[src/rtl/rcaf_pkg.sv]
// ----------------------------------------------------------------------------
// rcaf_pkg
// Shared types and constants for the RC channel averaging filter.
// ----------------------------------------------------------------------------
`default_nettype none

package rcaf_pkg;

  localparam int unsigned CHANNELS_DEF = 6;
  localparam int unsigned FIELD_COUNT  = 6;
  localparam int unsigned VAL_W        = 12;
  localparam int unsigned HIST_DEPTH   = 4;
  localparam int unsigned SLOT_W       = $clog2(HIST_DEPTH);
  localparam int unsigned SUM_W        = VAL_W + SLOT_W;

  typedef logic [VAL_W-1:0]  val_t;
  typedef logic [SLOT_W-1:0] slot_t;

  localparam val_t HELD_RESET = val_t'(1500);
  localparam val_t DEADBAND   = val_t'(3);
  localparam val_t STEP_BACK  = val_t'(2);

  typedef struct packed {
    logic  adv;
    logic  bypass;
    slot_t slot;
  } chan_ctrl_t;

endpackage

`default_nettype wire

[src/rtl/rcaf_in_if.sv]
// ----------------------------------------------------------------------------
// rcaf_in_if
// Input channel: one frame of six raw pulse widths per item.
// ----------------------------------------------------------------------------
`default_nettype none

interface rcaf_in_if import rcaf_pkg::*; ();
  logic valid;
  logic ready;
  val_t raw_ch0;
  val_t raw_ch1;
  val_t raw_ch2;
  val_t raw_ch3;
  val_t raw_ch4;
  val_t raw_ch5;

  modport source (
    output valid, raw_ch0, raw_ch1, raw_ch2, raw_ch3, raw_ch4, raw_ch5,
    input  ready
  );
  modport sink (
    input  valid, raw_ch0, raw_ch1, raw_ch2, raw_ch3, raw_ch4, raw_ch5,
    output ready
  );
endinterface

`default_nettype wire

[src/rtl/rcaf_out_if.sv]
// ----------------------------------------------------------------------------
// rcaf_out_if
// Result channel: six held filtered values per item.
// ----------------------------------------------------------------------------
`default_nettype none

interface rcaf_out_if import rcaf_pkg::*; ();
  logic valid;
  logic ready;
  val_t filt_ch0;
  val_t filt_ch1;
  val_t filt_ch2;
  val_t filt_ch3;
  val_t filt_ch4;
  val_t filt_ch5;

  modport source (
    output valid, filt_ch0, filt_ch1, filt_ch2, filt_ch3, filt_ch4, filt_ch5,
    input  ready
  );
  modport sink (
    input  valid, filt_ch0, filt_ch1, filt_ch2, filt_ch3, filt_ch4, filt_ch5,
    output ready
  );
endinterface

`default_nettype wire

[src/rtl/rc_channel_averaging_filter.sv]
// ----------------------------------------------------------------------------
// rc_channel_averaging_filter
// Four-sample moving average with deadband over six RC pulse widths.
// ----------------------------------------------------------------------------
// Usage:
//   in_ch  : one item per receiver frame, six raw 12-bit pulse widths.
//   out_ch : one item per input item, six held filtered values.
//   cfg_we / cfg_wdata : bypass_mode, written while the block is idle.
// An item is registered at the input, then the per-channel sum, mean and
// deadband logic feeds the result register, which raises out_ch.valid.
// One item per cycle is sustained while out_ch.ready stays high; the limit is
// the single history update per channel each cycle.
// Reset clears history to zero, slot index to zero, held values to 1500 and
// bypass off; both stages empty.
// When the receiver stalls, the result register holds its item and the input
// register can still take one more; in_ch.ready drops only while both are
// full and out_ch.ready is low.
// ----------------------------------------------------------------------------
`default_nettype none

module rc_channel_averaging_filter import rcaf_pkg::*; #(
  parameter int unsigned CHANNELS = CHANNELS_DEF
) (
  input  wire         clk,
  input  wire         rst_n,
  rcaf_in_if.sink     in_ch,
  rcaf_out_if.source  out_ch,
  input  wire         cfg_we,
  input  wire         cfg_wdata
);

  logic       bypass_r;
  slot_t      slot_r;
  logic       s1_valid_r;
  val_t       s1_raw_r [FIELD_COUNT];
  logic       out_valid_r;
  val_t       filt_r   [FIELD_COUNT];
  logic       advance;
  chan_ctrl_t ctrl;
  val_t       held_nxt [CHANNELS];

  assign advance     = s1_valid_r && (!out_valid_r || out_ch.ready);
  assign in_ch.ready = !s1_valid_r || advance;

  assign ctrl.adv    = advance;
  assign ctrl.bypass = bypass_r;
  assign ctrl.slot   = slot_r + slot_t'(1);

  always_ff @(posedge clk) begin
    if (!rst_n) begin
      bypass_r    <= 1'b0;
      slot_r      <= '0;
      s1_valid_r  <= 1'b0;
      out_valid_r <= 1'b0;
    end else begin
      if (cfg_we) begin
        bypass_r <= cfg_wdata;
      end
      if (advance && !bypass_r) begin
        slot_r <= ctrl.slot;
      end
      if (in_ch.ready) begin
        s1_valid_r <= in_ch.valid;
      end
      if (advance) begin
        out_valid_r <= 1'b1;
      end else if (out_ch.ready) begin
        out_valid_r <= 1'b0;
      end
    end
  end

  always_ff @(posedge clk) begin
    if (in_ch.valid && in_ch.ready) begin
      s1_raw_r[0] <= in_ch.raw_ch0;
      s1_raw_r[1] <= in_ch.raw_ch1;
      s1_raw_r[2] <= in_ch.raw_ch2;
      s1_raw_r[3] <= in_ch.raw_ch3;
      s1_raw_r[4] <= in_ch.raw_ch4;
      s1_raw_r[5] <= in_ch.raw_ch5;
    end
  end

  for (genvar c = 0; c < CHANNELS; c++) begin : g_chan
    val_t raw;
    if (c < FIELD_COUNT) begin : g_raw
      assign raw = s1_raw_r[c];
    end else begin : g_zero
      assign raw = '0;
    end

    rcaf_chan u_chan (
      .clk      (clk),
      .rst_n    (rst_n),
      .ctrl     (ctrl),
      .raw      (raw),
      .held_nxt (held_nxt[c])
    );
  end

  for (genvar f = 0; f < FIELD_COUNT; f++) begin : g_field
    if (f < CHANNELS) begin : g_live
      always_ff @(posedge clk) begin
        if (advance) begin
          filt_r[f] <= held_nxt[f];
        end
      end
    end else begin : g_fixed
      always_ff @(posedge clk) begin
        filt_r[f] <= HELD_RESET;
      end
    end
  end

  assign out_ch.valid    = out_valid_r;
  assign out_ch.filt_ch0 = filt_r[0];
  assign out_ch.filt_ch1 = filt_r[1];
  assign out_ch.filt_ch2 = filt_r[2];
  assign out_ch.filt_ch3 = filt_r[3];
  assign out_ch.filt_ch4 = filt_r[4];
  assign out_ch.filt_ch5 = filt_r[5];

endmodule

`default_nettype wire

[src/rtl/rcaf_chan.sv]
// ----------------------------------------------------------------------------
// rcaf_chan
// One channel: four-entry history, rounded mean and deadband on held value.
// ----------------------------------------------------------------------------
`default_nettype none

module rcaf_chan import rcaf_pkg::*; (
  input  wire        clk,
  input  wire        rst_n,
  input  chan_ctrl_t ctrl,
  input  val_t       raw,
  output val_t       held_nxt
);

  val_t hist_r [HIST_DEPTH];
  val_t held_r;

  logic [SUM_W-1:0] sum;
  val_t             mean;
  logic [VAL_W:0]   held_x;
  logic [VAL_W:0]   mean_x;

  always_comb begin
    sum = '0;
    for (int unsigned a = 0; a < HIST_DEPTH; a++) begin
      if (slot_t'(a) == ctrl.slot) begin
        sum = sum + SUM_W'(raw);
      end else begin
        sum = sum + SUM_W'(hist_r[a]);
      end
    end
  end

  assign mean   = val_t'((sum + SUM_W'(HIST_DEPTH / 2)) >> SLOT_W);
  assign held_x = {1'b0, held_r};
  assign mean_x = {1'b0, mean};

  always_comb begin
    held_nxt = held_r;
    if (ctrl.bypass) begin
      held_nxt = raw;
    end else if (held_r >= DEADBAND && mean_x < held_x - {1'b0, DEADBAND}) begin
      held_nxt = mean + STEP_BACK;
    end else if (mean_x > held_x + {1'b0, DEADBAND}) begin
      held_nxt = mean - STEP_BACK;
    end
  end

  always_ff @(posedge clk) begin
    if (!rst_n) begin
      held_r <= HELD_RESET;
      for (int unsigned a = 0; a < HIST_DEPTH; a++) begin
        hist_r[a] <= '0;
      end
    end else if (ctrl.adv) begin
      held_r <= held_nxt;
      if (!ctrl.bypass) begin
        hist_r[ctrl.slot] <= raw;
      end
    end
  end

endmodule

`default_nettype wire

[src/flat_wrapper.sv]
// flat-port wrapper written by rule: the top's interface ports become plain ports
module rc_channel_averaging_filter_flat import rcaf_pkg::*;
#(
  parameter int unsigned CHANNELS = CHANNELS_DEF
)
  (clk, rst_n, cfg_we, cfg_wdata, in_ch_valid, in_ch_raw_ch0, in_ch_raw_ch1, in_ch_raw_ch2, in_ch_raw_ch3, in_ch_raw_ch4, in_ch_raw_ch5, in_ch_ready, out_ch_valid, out_ch_filt_ch0, out_ch_filt_ch1, out_ch_filt_ch2, out_ch_filt_ch3, out_ch_filt_ch4, out_ch_filt_ch5, out_ch_ready);
  rcaf_in_if in_ch_i ();
  rcaf_out_if out_ch_i ();
  input  wire clk;
  input  wire rst_n;
  input  wire cfg_we;
  input  wire cfg_wdata;
  input wire logic [$bits(in_ch_i.valid)-1:0] in_ch_valid;
  input wire logic [$bits(in_ch_i.raw_ch0)-1:0] in_ch_raw_ch0;
  input wire logic [$bits(in_ch_i.raw_ch1)-1:0] in_ch_raw_ch1;
  input wire logic [$bits(in_ch_i.raw_ch2)-1:0] in_ch_raw_ch2;
  input wire logic [$bits(in_ch_i.raw_ch3)-1:0] in_ch_raw_ch3;
  input wire logic [$bits(in_ch_i.raw_ch4)-1:0] in_ch_raw_ch4;
  input wire logic [$bits(in_ch_i.raw_ch5)-1:0] in_ch_raw_ch5;
  output wire logic [$bits(in_ch_i.ready)-1:0] in_ch_ready;
  output wire logic [$bits(out_ch_i.valid)-1:0] out_ch_valid;
  output wire logic [$bits(out_ch_i.filt_ch0)-1:0] out_ch_filt_ch0;
  output wire logic [$bits(out_ch_i.filt_ch1)-1:0] out_ch_filt_ch1;
  output wire logic [$bits(out_ch_i.filt_ch2)-1:0] out_ch_filt_ch2;
  output wire logic [$bits(out_ch_i.filt_ch3)-1:0] out_ch_filt_ch3;
  output wire logic [$bits(out_ch_i.filt_ch4)-1:0] out_ch_filt_ch4;
  output wire logic [$bits(out_ch_i.filt_ch5)-1:0] out_ch_filt_ch5;
  input wire logic [$bits(out_ch_i.ready)-1:0] out_ch_ready;
  assign in_ch_i.valid = in_ch_valid;
  assign in_ch_i.raw_ch0 = in_ch_raw_ch0;
  assign in_ch_i.raw_ch1 = in_ch_raw_ch1;
  assign in_ch_i.raw_ch2 = in_ch_raw_ch2;
  assign in_ch_i.raw_ch3 = in_ch_raw_ch3;
  assign in_ch_i.raw_ch4 = in_ch_raw_ch4;
  assign in_ch_i.raw_ch5 = in_ch_raw_ch5;
  assign in_ch_ready = in_ch_i.ready;
  assign out_ch_valid = out_ch_i.valid;
  assign out_ch_filt_ch0 = out_ch_i.filt_ch0;
  assign out_ch_filt_ch1 = out_ch_i.filt_ch1;
  assign out_ch_filt_ch2 = out_ch_i.filt_ch2;
  assign out_ch_filt_ch3 = out_ch_i.filt_ch3;
  assign out_ch_filt_ch4 = out_ch_i.filt_ch4;
  assign out_ch_filt_ch5 = out_ch_i.filt_ch5;
  assign out_ch_i.ready = out_ch_ready;
  rc_channel_averaging_filter #(.CHANNELS(CHANNELS)) u_core (.clk(clk), .rst_n(rst_n), .in_ch(in_ch_i), .out_ch(out_ch_i), .cfg_we(cfg_we), .cfg_wdata(cfg_wdata));
endmodule
[config.mk]
export PLATFORM = sky130hd
export DESIGN_NAME = rc_channel_averaging_filter_flat
export DESIGN_NICKNAME = d
export VERILOG_FILES = /design/src/rtl/rcaf_pkg.sv /design/src/rtl/rcaf_in_if.sv /design/src/rtl/rcaf_out_if.sv /design/src/rtl/rc_channel_averaging_filter.sv /design/src/rtl/rcaf_chan.sv /design/src/flat_wrapper.sv
export SDC_FILE = /design/constraint.sdc
export NUM_CORES = 2
export LEC_CHECK = 0
export BUFFER_PORTS_ARGS = -buffer_cell sky130_fd_sc_hd__buf_2
export CAP_MARGIN = 40
export CORE_UTILIZATION = 55
export DETAILED_ROUTE_END_ITERATION = 10
export PLACE_DENSITY_LB_ADDON = 0.15
export SYNTH_ARGS = -nofsm -noshare
export SYNTH_HDL_FRONTEND = slang
export SYNTH_SLANG_ARGS = --single-unit
[constraint.sdc]
create_clock -name clk -period 11.8 [get_ports clk]
set_clock_uncertainty 0.1 [all_clocks]
set_input_delay 2.36 -clock clk [delete_from_list [all_inputs] [get_ports clk]]
set_output_delay 2.36 -clock clk [all_outputs]
set_load 0.05 [all_outputs]
* Word level (Yosys, flattened, before mapping)
Memory sizes are Yosys's and may differ from the RTL's. Cells that the tools add are included. Widths: inputs -> output; s select.
Word-level totals: flip-flop bits (word level) 77, bits in writable memories 432, bits of input ports 78, output and inout port bits 74, word-level logic and storage cells 199, memories 8
Operators by class: $add $sub $neg 67, magnitude comparators 18, equal/unequal tests 3, multiplexer cells 71, reduce and logical (&&, ||, !) cells 22
Memories:
- u_core.filt_r | depth 6, bits a word 12, rd ports 6, clocked after memory_dff 0, wr ports 6, line rc_channel_averaging_filter.sv:37 | val_t filt_r [FIELD_COUNT];
- u_core.s1_raw_r | depth 6, bits a word 12, rd ports 6, clocked after memory_dff 0, wr ports 6, line rc_channel_averaging_filter.sv:35 | val_t s1_raw_r [FIELD_COUNT];
- u_core.g_chan[0].u_chan.hist_r | depth 4, bits a word 12, rd ports 4, clocked after memory_dff 0, wr ports 4, line rcaf_chan.sv:15 | val_t hist_r [HIST_DEPTH];
- u_core.g_chan[1].u_chan.hist_r | depth 4, bits a word 12, rd ports 4, clocked after memory_dff 0, wr ports 4, line rcaf_chan.sv:15
- u_core.g_chan[2].u_chan.hist_r | depth 4, bits a word 12, rd ports 4, clocked after memory_dff 0, wr ports 4, line rcaf_chan.sv:15
- u_core.g_chan[3].u_chan.hist_r | depth 4, bits a word 12, rd ports 4, clocked after memory_dff 0, wr ports 4, line rcaf_chan.sv:15
- 2 more memories
Operator list (number):
- $add 14x12->14 | 36
- $mux 12 | 30
- $mux 14 | 18
- $add 14x2->14 const B | 6
- $add 12x2->13 const B | 6
- $gt 12x13->1 | 6
- $lt 12x13->1 | 6
- $sub 12x2->13 const B | 6
- $add 12x2->12 const B | 6
- $ge 12x2->1 const B | 6
- $reduce_or 12->1 | 6
- $sub 12x2->12 const B | 6
- $mux 1 | 17
- $mux 2 | 6
- $logic_and 1x1->1 | 9
- $eq 2x2->1 const A | 2
- $logic_not 1->1 | 3
- $add 2x1->2 const B | 1
- $eq 1x2->1 const A | 1
- $logic_not 2->1 | 1
- $logic_or 1x1->1 | 2
- $reduce_bool 2->1 | 1

* Depth between registers and ports, before layout
depth in word-level cells 14, gate-level depth with buffers 45, mapped depth without buffers 41

* Cells and area by module
From an unflattened synthesis, not the netlist that was laid out.
Unflattened totals: cell total of the unflattened synthesis 4589, area, all modules 43584.3 sq um
Modules (own cells, without submodules):
- rcaf_chan at u_core.g_chan[0].u_chan ... | instances 4, cells each 731, area an instance 6528.8 sq um, sequential area each 1681.6 sq um
- rcaf_chan at u_core.g_chan[1].u_chan | instances 1, cells each 755, area an instance 6572.6 sq um, sequential area each 1681.6 sq um
- rcaf_chan at u_core.g_chan[5].u_chan | instances 1, cells each 740, area an instance 6338.6 sq um, sequential area each 1681.6 sq um
- rc_channel_averaging_filter | instances 1, cells each 170, area an instance 4558.1 sq um, sequential area each 4424.2 sq um

* Worst setup path after synthesis
OpenSTA, ideal clock, no wires.
path kind register to register, start register u_core.slot_r[0], end register u_core.g_chan[5].u_chan.held_r[5], library setup time 259 ps, arrival time 8345 ps, required time 11441 ps, setup slack 3096 ps, stages on the path, launching flop included 42, buffers on the path 4, period minus slack after synthesis 8704 ps, cells stage by stage dfxtp_1 inv_1 clkbuf_1 ha_1 clkbuf_1 clkbuf_1 mux2_2 ha_1 a21o_1 a21oi_1 o21bai_1 a21oi_1 xnor2_1 ha_1 a21o_1 a21o_1 a21oi_1 xnor2_1 [... 6 more ...] nand3b_1 nor2_1 xor2_1 inv_1 ha_1 nand2_1 or2_2 a21oi_1 o21ai_0 or3_1 nor2_1 nand3_1 nand2_1 a221oi_2 a21oi_4 mux2_2 o21ai_0 a31oi_1
RTL lines:
- from (decl) | line rc_channel_averaging_filter.sv:33 | slot_t slot_r;
- from (signal assigned) | line rc_channel_averaging_filter.sv:60 | slot_r <= ctrl.slot;
- to (signal assigned) | line rcaf_chan.sv:56 | held_r <= held_nxt;
- to (decl) | line rcaf_chan.sv:16 | val_t held_r;

==> flow_summary.ini <==
[sta]
max_slew_margin_pct = 37.33
tightest_slew_ns = 0.9400
hold_viol = 0
fin_crit_ns = 10.25
final-setup-viol-count = 0
min_period_over_period_pct = 86.87
setup_tns_ns = 0
drv_slew = 0
rsz0062_at_grt = false
max_freq_mhz = 97.55

[flow_run]
cap_violations = 0

[yosys]
yosys-top-cells-area = edfxtp_1 30%, ha_1 11%, mux2_2 7.4%, xnor2_1 5.7%, dfxtp_1 3.6%
yosysTopAreaCell = edfxtp_1
synth_edf_count = 432
synthMuxAreaShare_pct = 8.470
yosysMostFrequentCell = edfxtp_1
synth_common_cells = 432 x edfxtp_1, 382 x ha_1, 282 x mux2_2, 282 x nand2_1, 279 x xnor2_1
synth-seq-cells = 509
synth_compound_area_share_pct = 15.67
synth_nets = 4986
synthArstFlopShare_pct = 0
ys_seq_area_share_pct = 33.95
synth_top_family_by_area = simple AND/OR/NAND/NOR gates
synth-adder-area-share_pct = 12.05
synthSimpleGateAreaFrac_pct = 17.51
ys_dominant_reg_cell = edfxtp_1
ys_warn_count = 0
synth_top_area_share_pct = 30.35
syn_inst = 4508
syn_avg_cell_area_um2 = 9.483
synthXorXnorAreaFrac_pct = 8.532
synthDistinctLibCells = 102
netlist_area_mm2 = 0.04275

[setup_path]
path_delay_family = compound AO/OA/AOI/OAI gates
worst-r2r-cell-count = 34
worstSetupStartpointType = register
cpMostUsedCell = ha_1
required_ns = 12.05
worst-endpoint-arrival_ns = 10.50
end_kind = register
path_class = reg -> reg
cp_max_fo = 37
critical_path_buf_inv_count = 4
cp_slowest_cell = xor2_1
critPathMaxStageDelay_ns = 0.72
cp_num_cells = 34

[min_path]
hold_depth = 2
hold_class = reg -> reg

[die]
die_w_um = 280.8
fp.dieArea_mm2 = 0.07885
initial_core_util_pct = 55.92
boundaryPins = 152
core-area_mm2 = 0.07645
die_h_um = 280.8
rows = 101

[routing]
highest_layer = met5
vias_per_cell = 6.039
ant_nets = 0
drt-total-wl_um = 112100
drtIter0Drc = 2683
vias = 33985
drt_pre_antenna_iters = 5
wl_met1_um = 53430
wl_met2_um = 50040
wl_per_cell_um = 19.92
dr_wl_met3_um = 6049
drc = 0

[cells_and_area]
final_util_pct = 60.83
n_fill_cell = 6585
layout.cells.non_filler = 5628
multi_input_area_mm2 = 0.02671
seq_area_mm2 = 0.01452
fin_nets = 5024
syn_to_final_growth_pct = 8.786
antenna_cells = 0
final_layout_size_suffix_gt1_share_pct = 14.09

[clock_tree]
cts-htree-levels = 2
post_cts_buffers = 0
cts_buffer_depth = 3
cts_hold_buffers = 0
root_buffer = clkbuf_16
cts_tree = yes
post_cts_resized = 0
worstSkewPairLatency_ns = 0.65
clock-sinks = 509
cts-buffers-inserted = 60
clkSlewWorstSetupHoldPaths_ns = 0.06

[global_route]
antenna_found_initial = 5
grt_first_pass_wirelength_um = 176100
gr-usage-all-layers_pct = 27.92
grt_max_degree = 82
grt_pass1_vias = 32054
overflow = 0

[place]
port_buffers = 151
dp_hpwl_um = 80630
post-place-cells = 5513
routabilityCongestion = 0.9332

[run_status]
status = complete, no violations
state kept, by name (all words and copies together) (netlist names):
signal                       cells
u_core.slot_r                    2
u_core.g_chan.u_chan.hist_r    288
u_core.s1_valid_r                1
u_core.bypass_r                  1
u_core.filt_r                   72
u_core.g_chan.u_chan.held_r     72
u_core.s1_raw_r                 72
u_core.out_ch.valid              1
per-layer routing:
| layer | global-route usage, % | vias up |
|---|---|---|
| met5 | 0 | - |
| met4 | 7.454 | 2 |
| met3 | 2.627 | 151 |
| met2 | 44.56 | 894 |
| met1 | 40.32 | 16313 |
| li1 | - | 16625 |
cells in the final DEF (no fill, tap or decap), drive strengths merged, types with 103 or more instances in the layout:
master and count:
edfxtp 432, ha 382, mux2 283, nand2 282, xnor2 279, nor2 269, a21oi 256, and2 235
inv 213, o21ai 203, buf 191, xor2 132, and3 107, nor3 103
worst reg2reg max path, delay by kind of cell (launching register included):
kind | cells | cell delay, ns
multiplexers | 3 | 0.75
XOR/XNOR | 3 | 1.01
AO/OA/AOI/OAI | 14 | 2.63
adder cells (fa/ha/maj) | 5 | 1.77
buffers and inverters | 4 | 1.53
AND/OR/NAND/NOR | 5 | 1.65
flip-flops | 1 | 0.52
through the flow:
| stage | setup slack [ns] | instance area [µm²] | hold WS, ns |
|---|---|---|---|
| after CTS | 1.573 | 46500 | 0.4552 |
| after detailed placement | 1.628 | 44420 | 0.4449 |
| after global routing | 0.6740 | 46510 | 0.4736 |
| after global placement | 1.721 | 44340 | 0.4485 |
| final | 1.549 | 46510 | 0.4601 |
| after floorplan | 3.096 | 42750 | 0.3692 |
area by class of cell:
cell class                      instances  area share, %
Clock buffer                           73          3.557
Clock inverter                         41         0.9228
Inverter                              211          1.714
Timing Repair Buffer                  193          2.381
Sequential cell                       509          31.22
Tap cell                             1030          2.771
Multi-Input combinational cell       3571          57.44
kinds of logic (layout without fill, tap and decap cells):
family / Yosys count / after routing
AND/OR/NAND/NOR: 1433 / 1433
AO/OA/AOI/OAI: 998 / 998
flip-flops: 509 / 509
buffers and inverters: 428 / 518
XOR/XNOR: 413 / 413
adder cells (fa/ha/maj): 401 / 401
multiplexers: 326 / 326
path summary, 6_finish.rpt:
kind	endpoint	slack [ns]	start
hold reg to reg	u_core.out_ch.valid	0.46	u_core.s1_valid_r
setup / recovery	u_core.filt_r[2][0]	1.55	u_core.slot_r[0]
hold / removal	u_core.out_ch.valid	0.46	u_core.s1_valid_r
setup reg to reg	u_core.filt_r[2][0]	1.55	u_core.slot_r[0]
Power is left out: the tool's default activity adds up to more than one toggle a clock period on the data nets, which glitch-free logic cannot reach.
